==> src/rtl/clws_pkg.sv <==
// Shared types and constants for the character display write sequencer.
// No dependencies; used by the channel interfaces and the top level.
package clws_pkg;

	localparam int WAIT_COUNT_BITS_DEF = 16;
	localparam int CFG_DATA_BITS       = 16;
	localparam int CFG_INDEX_BITS      = 3;

	typedef enum logic [2:0] {
		PH_IDLE   = 3'd0,
		PH_POWER  = 3'd1,
		PH_SETUP  = 3'd2,
		PH_PULSE  = 3'd3,
		PH_SETTLE = 3'd4,
		PH_EXTRA  = 3'd5
	} phase_t;

	typedef enum logic [2:0] {
		ACT_TICK   = 3'd0,
		ACT_DATA   = 3'd1,
		ACT_CMD    = 3'd2,
		ACT_CURSOR = 3'd3,
		ACT_INIT   = 3'd4,
		ACT_CLEAR  = 3'd5
	} action_t;

	typedef enum logic [CFG_INDEX_BITS-1:0] {
		CFG_SETUP        = 3'd0,
		CFG_PULSE        = 3'd1,
		CFG_SETTLE       = 3'd2,
		CFG_CURSOR_EXTRA = 3'd3,
		CFG_CLEAR_EXTRA  = 3'd4,
		CFG_POWER_UP     = 3'd5,
		CFG_INIT_EXTRA   = 3'd6
	} cfg_idx_t;

	localparam logic [7:0]  SETUP_RST        = 8'd2;
	localparam logic [7:0]  PULSE_RST        = 8'd2;
	localparam logic [15:0] SETTLE_RST       = 16'd45;
	localparam logic [15:0] CURSOR_EXTRA_RST = 16'd100;
	localparam logic [15:0] CLEAR_EXTRA_RST  = 16'd2000;
	localparam logic [15:0] POWER_UP_RST     = 16'd50000;
	localparam logic [15:0] INIT_EXTRA_RST   = 16'd5000;

	localparam logic [7:0] CMD_CLEAR       = 8'h01;
	localparam logic [7:0] CMD_SET_DDRAM   = 8'h80;
	localparam logic [7:0] LINE2_BASE      = 8'h40;

	typedef struct packed {
		logic [2:0] action;
		logic [7:0] byte_value;
		logic       line_select;
		logic [5:0] column;
	} req_t;

	typedef struct packed {
		logic       rs_level;
		logic       enable_level;
		logic [7:0] data_bus;
		logic       busy_res;
		logic       rejected;
	} res_t;

	// power-on command list: function set, display on, clear, entry mode
	function automatic logic [7:0] init_cmd(input logic [1:0] k);
		logic [7:0] c;
		unique case (k)
			2'd0: c = 8'h38;
			2'd1: c = 8'h0C;
			2'd2: c = 8'h01;
			default: c = 8'h06;
		endcase
		return c;
	endfunction

endpackage

==> src/rtl/clws_req_if.sv <==
// Request channel: valid/ready handshake carrying one clws_pkg::req_t word.
// Depends on clws_pkg.
interface clws_req_if;
	logic           valid;
	logic           ready;
	clws_pkg::req_t data;

	modport source (output valid, output data, input ready);
	modport sink (input valid, input data, output ready);
endinterface

==> src/rtl/clws_res_if.sv <==
// Result channel: valid/ready handshake carrying one clws_pkg::res_t word.
// Depends on clws_pkg.
interface clws_res_if;
	logic           valid;
	logic           ready;
	clws_pkg::res_t data;

	modport source (output valid, output data, input ready);
	modport sink (input valid, input data, output ready);
endinterface

==> src/rtl/char_lcd_write_sequencer.sv <==
// Character display write sequencer, 8-bit parallel bus, one result word per request word.
// A result word is registered, valid in the cycle after its request word is accepted.
// Throughput: one word per cycle while results drain; the state update and pin levels
// for a word are computed in one pass from the state registers into the result register.
// Reset (arst_n low) returns to idle with pins low and timing registers at defaults.
// Depends on clws_pkg, clws_req_if, clws_res_if.
module char_lcd_write_sequencer #(
	parameter int WAIT_COUNT_BITS = clws_pkg::WAIT_COUNT_BITS_DEF
) (
	input  logic                                clk,
	input  logic                                arst_n,
	clws_req_if.sink                            req,
	clws_res_if.source                          res,
	input  logic                                cfg_we,
	input  logic [clws_pkg::CFG_INDEX_BITS-1:0] cfg_index,
	input  logic [clws_pkg::CFG_DATA_BITS-1:0]  cfg_data
);
	import clws_pkg::*;

	localparam int W = WAIT_COUNT_BITS;

	// timing registers
	logic [7:0]  setup_q, pulse_q;
	logic [15:0] settle_q, cursor_extra_q, clear_extra_q, power_up_q, init_extra_q;

	// sequencer state
	phase_t      phase_q, phase_d;
	logic [W-1:0] cnt_q, cnt_d;
	logic [7:0]  byte_q, byte_d;
	logic        sel_q, sel_d;
	logic        en_q, en_d;
	logic [15:0] extra_q, extra_d;
	logic [2:0]  idx_q, idx_d;
	logic        rej_d;

	res_t        res_d, res_data_q;
	logic        res_valid_q;
	logic        acc;

	assign req.ready = !res_valid_q || res.ready;
	assign acc       = req.valid && req.ready;
	assign res.valid = res_valid_q;
	assign res.data  = res_data_q;

	always_ff @(posedge clk or negedge arst_n) begin
		if (!arst_n) begin
			setup_q        <= SETUP_RST;
			pulse_q        <= PULSE_RST;
			settle_q       <= SETTLE_RST;
			cursor_extra_q <= CURSOR_EXTRA_RST;
			clear_extra_q  <= CLEAR_EXTRA_RST;
			power_up_q     <= POWER_UP_RST;
			init_extra_q   <= INIT_EXTRA_RST;
		end else if (cfg_we) begin
			unique case (cfg_index)
				CFG_SETUP:        setup_q        <= cfg_data[7:0];
				CFG_PULSE:        pulse_q        <= cfg_data[7:0];
				CFG_SETTLE:       settle_q       <= cfg_data;
				CFG_CURSOR_EXTRA: cursor_extra_q <= cfg_data;
				CFG_CLEAR_EXTRA:  clear_extra_q  <= cfg_data;
				CFG_POWER_UP:     power_up_q     <= cfg_data;
				CFG_INIT_EXTRA:   init_extra_q   <= cfg_data;
				default: ;
			endcase
		end
	end

	// next state: apply the word, then run through zero-length phases.
	// A pulse phase is never empty, so four passes always reach a waiting phase.
	always_comb begin
		phase_d = phase_q;
		cnt_d   = cnt_q;
		byte_d  = byte_q;
		sel_d   = sel_q;
		en_d    = en_q;
		extra_d = extra_q;
		idx_d   = idx_q;
		rej_d   = 1'b0;

		unique case (req.data.action)
			ACT_TICK: begin
				if (phase_q != PH_IDLE && cnt_q != '0)
					cnt_d = cnt_q - W'(1);
			end
			ACT_DATA, ACT_CMD, ACT_CURSOR, ACT_INIT, ACT_CLEAR: begin
				if (phase_q != PH_IDLE) begin
					rej_d = 1'b1;
				end else begin
					idx_d   = 3'd0;
					en_d    = 1'b0;
					phase_d = PH_SETUP;
					cnt_d   = W'(setup_q);
					unique case (req.data.action)
						ACT_DATA: begin
							sel_d   = 1'b1;
							byte_d  = req.data.byte_value;
							extra_d = 16'd0;
						end
						ACT_CMD: begin
							sel_d   = 1'b0;
							byte_d  = req.data.byte_value;
							extra_d = 16'd0;
						end
						ACT_CURSOR: begin
							sel_d   = 1'b0;
							byte_d  = CMD_SET_DDRAM
								+ (req.data.line_select ? LINE2_BASE : 8'd0)
								+ {2'b00, req.data.column};
							extra_d = cursor_extra_q;
						end
						ACT_INIT: begin
							phase_d = PH_POWER;
							cnt_d   = W'(power_up_q);
						end
						default: begin
							sel_d   = 1'b0;
							byte_d  = CMD_CLEAR;
							extra_d = clear_extra_q;
						end
					endcase
				end
			end
			default: ;
		endcase

		for (int i = 0; i < 4; i++) begin
			if (phase_d != PH_IDLE && cnt_d == '0) begin
				unique case (phase_d)
					PH_POWER: begin
						idx_d   = 3'd1;
						sel_d   = 1'b0;
						byte_d  = init_cmd(2'd0);
						extra_d = init_extra_q;
						en_d    = 1'b0;
						phase_d = PH_SETUP;
						cnt_d   = W'(setup_q);
					end
					PH_SETUP: begin
						en_d    = 1'b1;
						phase_d = PH_PULSE;
						cnt_d   = (pulse_q == 8'd0) ? W'(1) : W'(pulse_q);
					end
					PH_PULSE: begin
						en_d    = 1'b0;
						phase_d = PH_SETTLE;
						cnt_d   = W'(settle_q);
					end
					PH_SETTLE: begin
						phase_d = PH_EXTRA;
						cnt_d   = W'(extra_d);
					end
					default: begin
						if (idx_d >= 3'd1 && idx_d <= 3'd3) begin
							byte_d  = init_cmd(idx_d[1:0]);
							idx_d   = idx_d + 3'd1;
							sel_d   = 1'b0;
							extra_d = init_extra_q;
							en_d    = 1'b0;
							phase_d = PH_SETUP;
							cnt_d   = W'(setup_q);
						end else begin
							idx_d   = 3'd0;
							phase_d = PH_IDLE;
							cnt_d   = '0;
						end
					end
				endcase
			end
		end
	end

	// result word: pin levels after the word is applied
	always_comb begin
		res_d.rs_level     = sel_d;
		res_d.enable_level = en_d;
		res_d.data_bus     = byte_d;
		res_d.busy_res     = (phase_d != PH_IDLE);
		res_d.rejected     = rej_d;
	end

	always_ff @(posedge clk or negedge arst_n) begin
		if (!arst_n) begin
			phase_q <= PH_IDLE;
			cnt_q   <= '0;
			byte_q  <= 8'd0;
			sel_q   <= 1'b0;
			en_q    <= 1'b0;
			extra_q <= 16'd0;
			idx_q   <= 3'd0;
		end else if (acc) begin
			phase_q <= phase_d;
			cnt_q   <= cnt_d;
			byte_q  <= byte_d;
			sel_q   <= sel_d;
			en_q    <= en_d;
			extra_q <= extra_d;
			idx_q   <= idx_d;
		end
	end

	always_ff @(posedge clk or negedge arst_n) begin
		if (!arst_n)
			res_valid_q <= 1'b0;
		else if (acc)
			res_valid_q <= 1'b1;
		else if (res.ready)
			res_valid_q <= 1'b0;
	end

	always_ff @(posedge clk) begin
		if (acc)
			res_data_q <= res_d;
	end

	// E is only ever high during the pulse phase
	a_en_pulse: assert property (@(posedge clk) disable iff (!arst_n)
		en_q |-> phase_q == PH_PULSE)
		else $error("enable high outside pulse phase");

	// empty phases are always skipped, so a busy sequencer has time left
	a_cnt_live: assert property (@(posedge clk) disable iff (!arst_n)
		phase_q != PH_IDLE |-> cnt_q != '0)
		else $error("busy with zero wait count");

	// init command index only runs while a write is in flight
	a_init_idx: assert property (@(posedge clk) disable iff (!arst_n)
		idx_q != 3'd0 |-> (phase_q != PH_IDLE && phase_q != PH_POWER))
		else $error("init index set outside an init write");

	// a rejected request leaves the sequencer busy
	a_rej_busy: assert property (@(posedge clk) disable iff (!arst_n)
		res_valid_q && res_data_q.rejected |-> res_data_q.busy_res)
		else $error("rejected word reports idle");

	// a rejected request does not change the sequencer state
	a_rej_hold: assert property (@(posedge clk) disable iff (!arst_n)
		acc && rej_d |=> phase_q == $past(phase_q) && cnt_q == $past(cnt_q))
		else $error("rejected request changed state");

endmodule

==> src/flat_wrapper.sv <==
// flat-port wrapper written by rule: the top's interface ports become plain ports
module char_lcd_write_sequencer_flat import clws_pkg::*;
#(
	parameter int WAIT_COUNT_BITS = clws_pkg::WAIT_COUNT_BITS_DEF
)
  (clk, arst_n, cfg_we, cfg_index, cfg_data, req_valid, req_data, req_ready, res_valid, res_data, res_ready);
  clws_req_if req_i ();
  clws_res_if res_i ();
  input  logic clk;
  input  logic arst_n;
  input  logic cfg_we;
  input  logic [clws_pkg::CFG_INDEX_BITS-1:0] cfg_index;
  input  logic [clws_pkg::CFG_DATA_BITS-1:0] cfg_data;
  input wire logic [$bits(req_i.valid)-1:0] req_valid;
  input wire logic [$bits(req_i.data)-1:0] req_data;
  output wire logic [$bits(req_i.ready)-1:0] req_ready;
  output wire logic [$bits(res_i.valid)-1:0] res_valid;
  output wire logic [$bits(res_i.data)-1:0] res_data;
  input wire logic [$bits(res_i.ready)-1:0] res_ready;
  assign req_i.valid = req_valid;
  assign req_i.data = req_data;
  assign req_ready = req_i.ready;
  assign res_valid = res_i.valid;
  assign res_data = res_i.data;
  assign res_i.ready = res_ready;
  char_lcd_write_sequencer #(.WAIT_COUNT_BITS(WAIT_COUNT_BITS)) u_core (.clk(clk), .arst_n(arst_n), .req(req_i), .res(res_i), .cfg_we(cfg_we), .cfg_index(cfg_index), .cfg_data(cfg_data));
endmodule
==> config.mk <==
export PLATFORM = sky130hd
export DESIGN_NAME = char_lcd_write_sequencer_flat
export DESIGN_NICKNAME = d
export VERILOG_FILES = /design/src/rtl/clws_pkg.sv /design/src/rtl/clws_req_if.sv /design/src/rtl/clws_res_if.sv /design/src/rtl/char_lcd_write_sequencer.sv /design/src/flat_wrapper.sv
export SDC_FILE = /design/constraint.sdc
export NUM_CORES = 1
export LEC_CHECK = 0
export ABC_AREA = 0
export BUFFER_PORTS_ARGS = -buffer_cell sky130_fd_sc_hd__buf_2
export CAP_MARGIN = 20
export CORE_ASPECT_RATIO = 0.9
export CORE_UTILIZATION = 41
export DETAILED_ROUTE_END_ITERATION = 10
export PLACE_DENSITY = 0.58
export RECOVER_POWER = 100
export SYNTH_ARGS = -nofsm -noshare
export SYNTH_HDL_FRONTEND = slang
export SYNTH_SLANG_ARGS = --single-unit
==> constraint.sdc <==
create_clock -name clk -period 7.4 [get_ports clk]
set_clock_uncertainty 0.2 [all_clocks]
set_input_delay 0.74 -clock clk [delete_from_list [all_inputs] [get_ports clk]]
set_output_delay 0.74 -clock clk [all_outputs]
set_load 0.02 [all_outputs]
==> metrics.md <==
| Metric | Value |
|---|---|
| Vias in the first global route | 10265 |
| R2R Path Start | u_core.cnt_q[0]$_DFFE_PN0P_ |
| Drt wl/cell | between 20 and 30 um |
| Vias | about 11000 |
| Routed Antenna Nets | 0 |
| Chip Height | 156 um |
| Fillers | approximately 2500 |
| Layout cells sized above 1 | 26.1% |
| Die Wd | 173 um |
| Global-route usage over all layers | roughly 34% |
| Die footprint | around 27000 um^2 |
| Final min period | roughly 7.2 ns |
| Most common cell in the synthesized netlist | nand2_1 |
| VDD IR-drop max | between 0.1 and 0.15 mV |
| WHS | about 0.28 ns |
| Max-slew violations | between 80 and 90 |
| Final cell count without fillers | 1654 |
| Top cells by count, synth | 136 x nand2_1, 119 x dfrtp_1, 105 x mux2_2 |
| Main combinational cell family by area after synthesis | compound AO/OA/AOI/OAI gates |
| Net switching power | 0.00205 W |
| Critical-path cell list | inv_1 -> ha_1 -> or3b_1 -> or4_1 -> or4_1 -> and3_1 -> a211oi_2 -> and4_2 -> nand4_2 -> nand2_1 -> o21ai_0 -> ha_1 -> a221o_1 -> a31oi_1 -> o221a_2 -> o21a_1 -> o2111ai_1 -> nor2_2 -> buf_4 -> a22oi_1 -> inv_1 -> o22ai_1 -> a31o_1 |
| Synth area leader | dfrtp_1 |
| Synth Area in Compound Gates | between 20% and 30% |
| Cell-internal power | about 0.0024 W |
| Hold Crit Depth | 2 |
| Largest stage delay, worst path | around 0.52 ns |
| PD cells | 354 nW/um^2 |
| FF-to-FF setup slack | 0.17 ns |
| Simple-gate share of the synthesized area | 18.5% |
| Slowest-stage cell, CP | or3b_1 |
| Final worst slack | about 0.17 ns |
| CP max FO | 8 |
| Seq cells post-synth | 157 |
| Sw Ratio | 45.8% |
| Setup Viol. Count Final | 0 |
| Max cap viols | 2 |
| GR Overflow Total | 0 |
| Routed wire length | around 45000 um |
| CTS root buf | clkbuf_16 |
| Initial drt markers | roughly 1300 |
| Cells after synthesis | between 1000 and 1500 |
| Area contributors post-synth | dfrtp_1 28%, mux2_2 11%, dfstp_2 6.3%, nand2_1 4.7%, o21ai_0 3.8% |
| DR vias/cell | 6.45 |
| Post-Synth Adder-Cell Area | about 1.7% |
| Num CTS Buffers | 17 |
| CP Class | flop to flop |
| Nets | 1348 |
| Gate power share | between 40% and 50% |
| CP startpoint kind | flop |
| Hold Path Sink | u_core.byte_q[6]$_DFFE_PN0P_ |
| First-pass GRT wire length | approximately 68000 um |
| Mean post-synth cell area | 9.13 um^2 |
| Layout area overhead | 16.9% |
| Multiplexer share of the synthesized area | around 14% |
| Pre-CTS setup slack | roughly 0.16 ns |
| Hold Path Origin | u_core.byte_q[6]$_DFFE_PN0P_ |
| Initial antenna violation count | 1 |
| CP Data Arrival Time | about 7.4 ns |
| Slew margin rel. | -222% |
| Fin crit share | between 90 and 100% |
| Number of H-tree levels | 4 |
| CP Capture Type | flop |
| Initial Util | a little over two fifths |
| Worst skew pair latency | approximately 0.44 ns |
| Clock share of power | between 20% and 30% |
| Core area | roughly 26000 um^2 |
| Site Rows | 56 |
| Hold Path Class | flop to flop |
| Clock buffer depth | 2 |
| XOR/XNOR Fraction of Synth Area | 0.162% |
| Port Buffers | 55 |
| Largest net degree at the start of global routing | slightly below 90 |
| P_leak | around 5.2 nW |
| I/O Pins | 56 |
| Status | finished, violations left |
| Fmax | between 0.1 and 0.15 GHz |
| Yosys cell types | 98 |
| Pre-antenna DRT Iters | 7 |
| Syn Nets | roughly 1200 |
| GP Congestion | roughly 1.1 |
| Top cell type's share of synthesized area | roughly 28% |
| TritonCTS sink count | 157 |
| Register area share after synthesis | 37.1% |
| Number of flops mapped to enable cells by yosys | 12 |
| Top FF cell, synth | dfrtp_1 |
| Cell area after synthesis | about 11000 um^2 |
| Syn. warnings | 0 |
| Layout Utilization | 48.7% |
| Reg power frac | roughly 32% |
| Placed Cells | ~1600 |
| RR Endpoint | u_core.cnt_q[7]$_DFFE_PN0P_ |
| CTS tree | yes |
| Fin. Hold Viols | 0 |
| DP Wirelength | around 34000 um |
| Reg2Reg Depth | 23 |
| Tot Pwr | 0.00447 W |
| Asr flop ratio synth | around 92% |
| Drc violations | 0 |
| Clock transition at the registers of the reported paths | about 0.070 ns |
| Post-CTS Hold Buffers | 0 |
| Least-Margin Pin Slew | roughly 4.8 ns |
| CP required | approximately 7.5 ns |
| Failing checks | capacitance limit, slew limit |
## routing by layer
metal  GRT usage [%]  up-vias  wire, um
li1                -     4735         -
met1            47.3     5260     20200
met2            52.2      575     19400
met3            5.82      100      3780
met4            13.4        0      1840
met5               0        -         0
## cell usage in the layout, fill, tap and decap left out, drive strengths merged, types with 8 or more instances in the layout
master  Yosys  final
a211oi      8      8
a21o        8      8
a21oi      76     76
a221o      14     14
a221oi     16     16
a222oi     11     11
a22o       15     15
a22oi      18     18
a31oi      18     18
and2       13     13
and3        8      8
buf        22    133
clkbuf     55     49
dfrtp     119    119
dfstp      26     26
edfxtp     12     12
ha         14     14
inv        23     33
mux2      105    105
mux2i      37     37
nand2     136    136
nand2b      9      9
nand3      18     18
nand4      12     12
nor2       92     92
nor3       32     32
nor4       13     13
o211ai     13     13
o21a       13     13
o21ai      88     88
o21bai      8      8
or2        12     12
or4        10     10
## what timing repair did
action / 4_1_cts / 5_1_grt
buffers inserted: 0 / 1
endpoints found under the setup margin: 0 / 48
gates resized for setup: 0 / 11
## critical path, delay by kind of cell (launching register included)
family | cells | cell delay, ns
buf+inv | 3 | 0.64
simple gates | 8 | 2.69
flops | 1 | 0.51
compound gates | 10 | 2.55
fa+ha+maj | 2 | 0.50
## power groups by stage
stage | Sequential, W | Clock, W | Combinational, W
6_report | 0.00145 | 0.000925 | 0.00210
5_1_grt | 0.00146 | 0.000973 | 0.00223
3_5_place_dp | 0.00145 | 0 | 0.00201
4_1_cts | 0.00143 | 0.000942 | 0.00202
3_3_place_gp | 0.00144 | 0 | 0.00202
2_1_floorplan | 0.00130 | 0 | 0.00130
## cells by family (layout without fill, tap and decap cells)
logic type / after synthesis / count (layout)
buffers and inverters: 101 / 220
other: 0 / 1
multiplexers: 142 / 142
XOR/XNOR: 2 / 2
AO/OA/AOI/OAI: 378 / 378
adder cells (fa/ha/maj): 15 / 15
AND/OR/NAND/NOR: 391 / 391
flip-flops: 157 / 157
## flip-flops by register name, summed over array words and instances, names as in the netlist
signal / cells
u_core.en_q: 1
u_core.clear_extra_q: 16
u_core.phase_q: 3
u_core.sel_q: 1
u_core.cnt_q: 16
u_core.byte_q: 8
u_core.pulse_q: 8
u_core.setup_q: 8
u_core.idx_q: 3
u_core.res.data: 12
u_core.power_up_q: 16
u_core.extra_q: 16
u_core.cursor_extra_q: 16
u_core.settle_q: 16
u_core.init_extra_q: 16
u_core.res.valid: 1
## how the worst max path moves through the flow
stage                                  endpoint  slack [ns]  cells past startpoint                   startpoint
detailed placement  u_core.cnt_q[1]$_DFFE_PN0P_        0.16                     22                 req_data[17]
global placement    u_core.cnt_q[1]$_DFFE_PN0P_        0.06                     22  u_core.cnt_q[0]$_DFFE_PN0P_
CTS                 u_core.cnt_q[1]$_DFFE_PN0P_        0.19                     22  u_core.cnt_q[0]$_DFFE_PN0P_
global route        u_core.cnt_q[7]$_DFFE_PN0P_      -0.005                     23  u_core.cnt_q[0]$_DFFE_PN0P_
floorplan           u_core.cnt_q[6]$_DFFE_PN0P_        0.62                     27                 req_data[16]
finish              u_core.cnt_q[7]$_DFFE_PN0P_        0.17                     23  u_core.cnt_q[0]$_DFFE_PN0P_
## stage by stage
step                instance area (um^2)  TNS [ns]
global route                       12700   -0.0124
detailed placement                 12100         0
CTS                                12700         0
floorplan                          10800         0
global placement                   12100         0
finish                             12700         0
## area by class of cell
| class | count | area (um^2) | share of cell area, % |
|---|---|---|---|
| repair buffers | 164 | 1060 | 8.41 |
| clock buffers | 18 | 429 | 3.39 |
| well taps | 348 | 435 | 3.44 |
| flip-flops and latches | 157 | 4020 | 31.8 |
| diodes | 1 | 2.50 | 0.0198 |
| clock inverters | 14 | 163 | 1.29 |
| inverters | 24 | 90.1 | 0.712 |
| multi-input cells | 928 | 6450 | 51.0 |
Power figures use the tool's default switching activity.
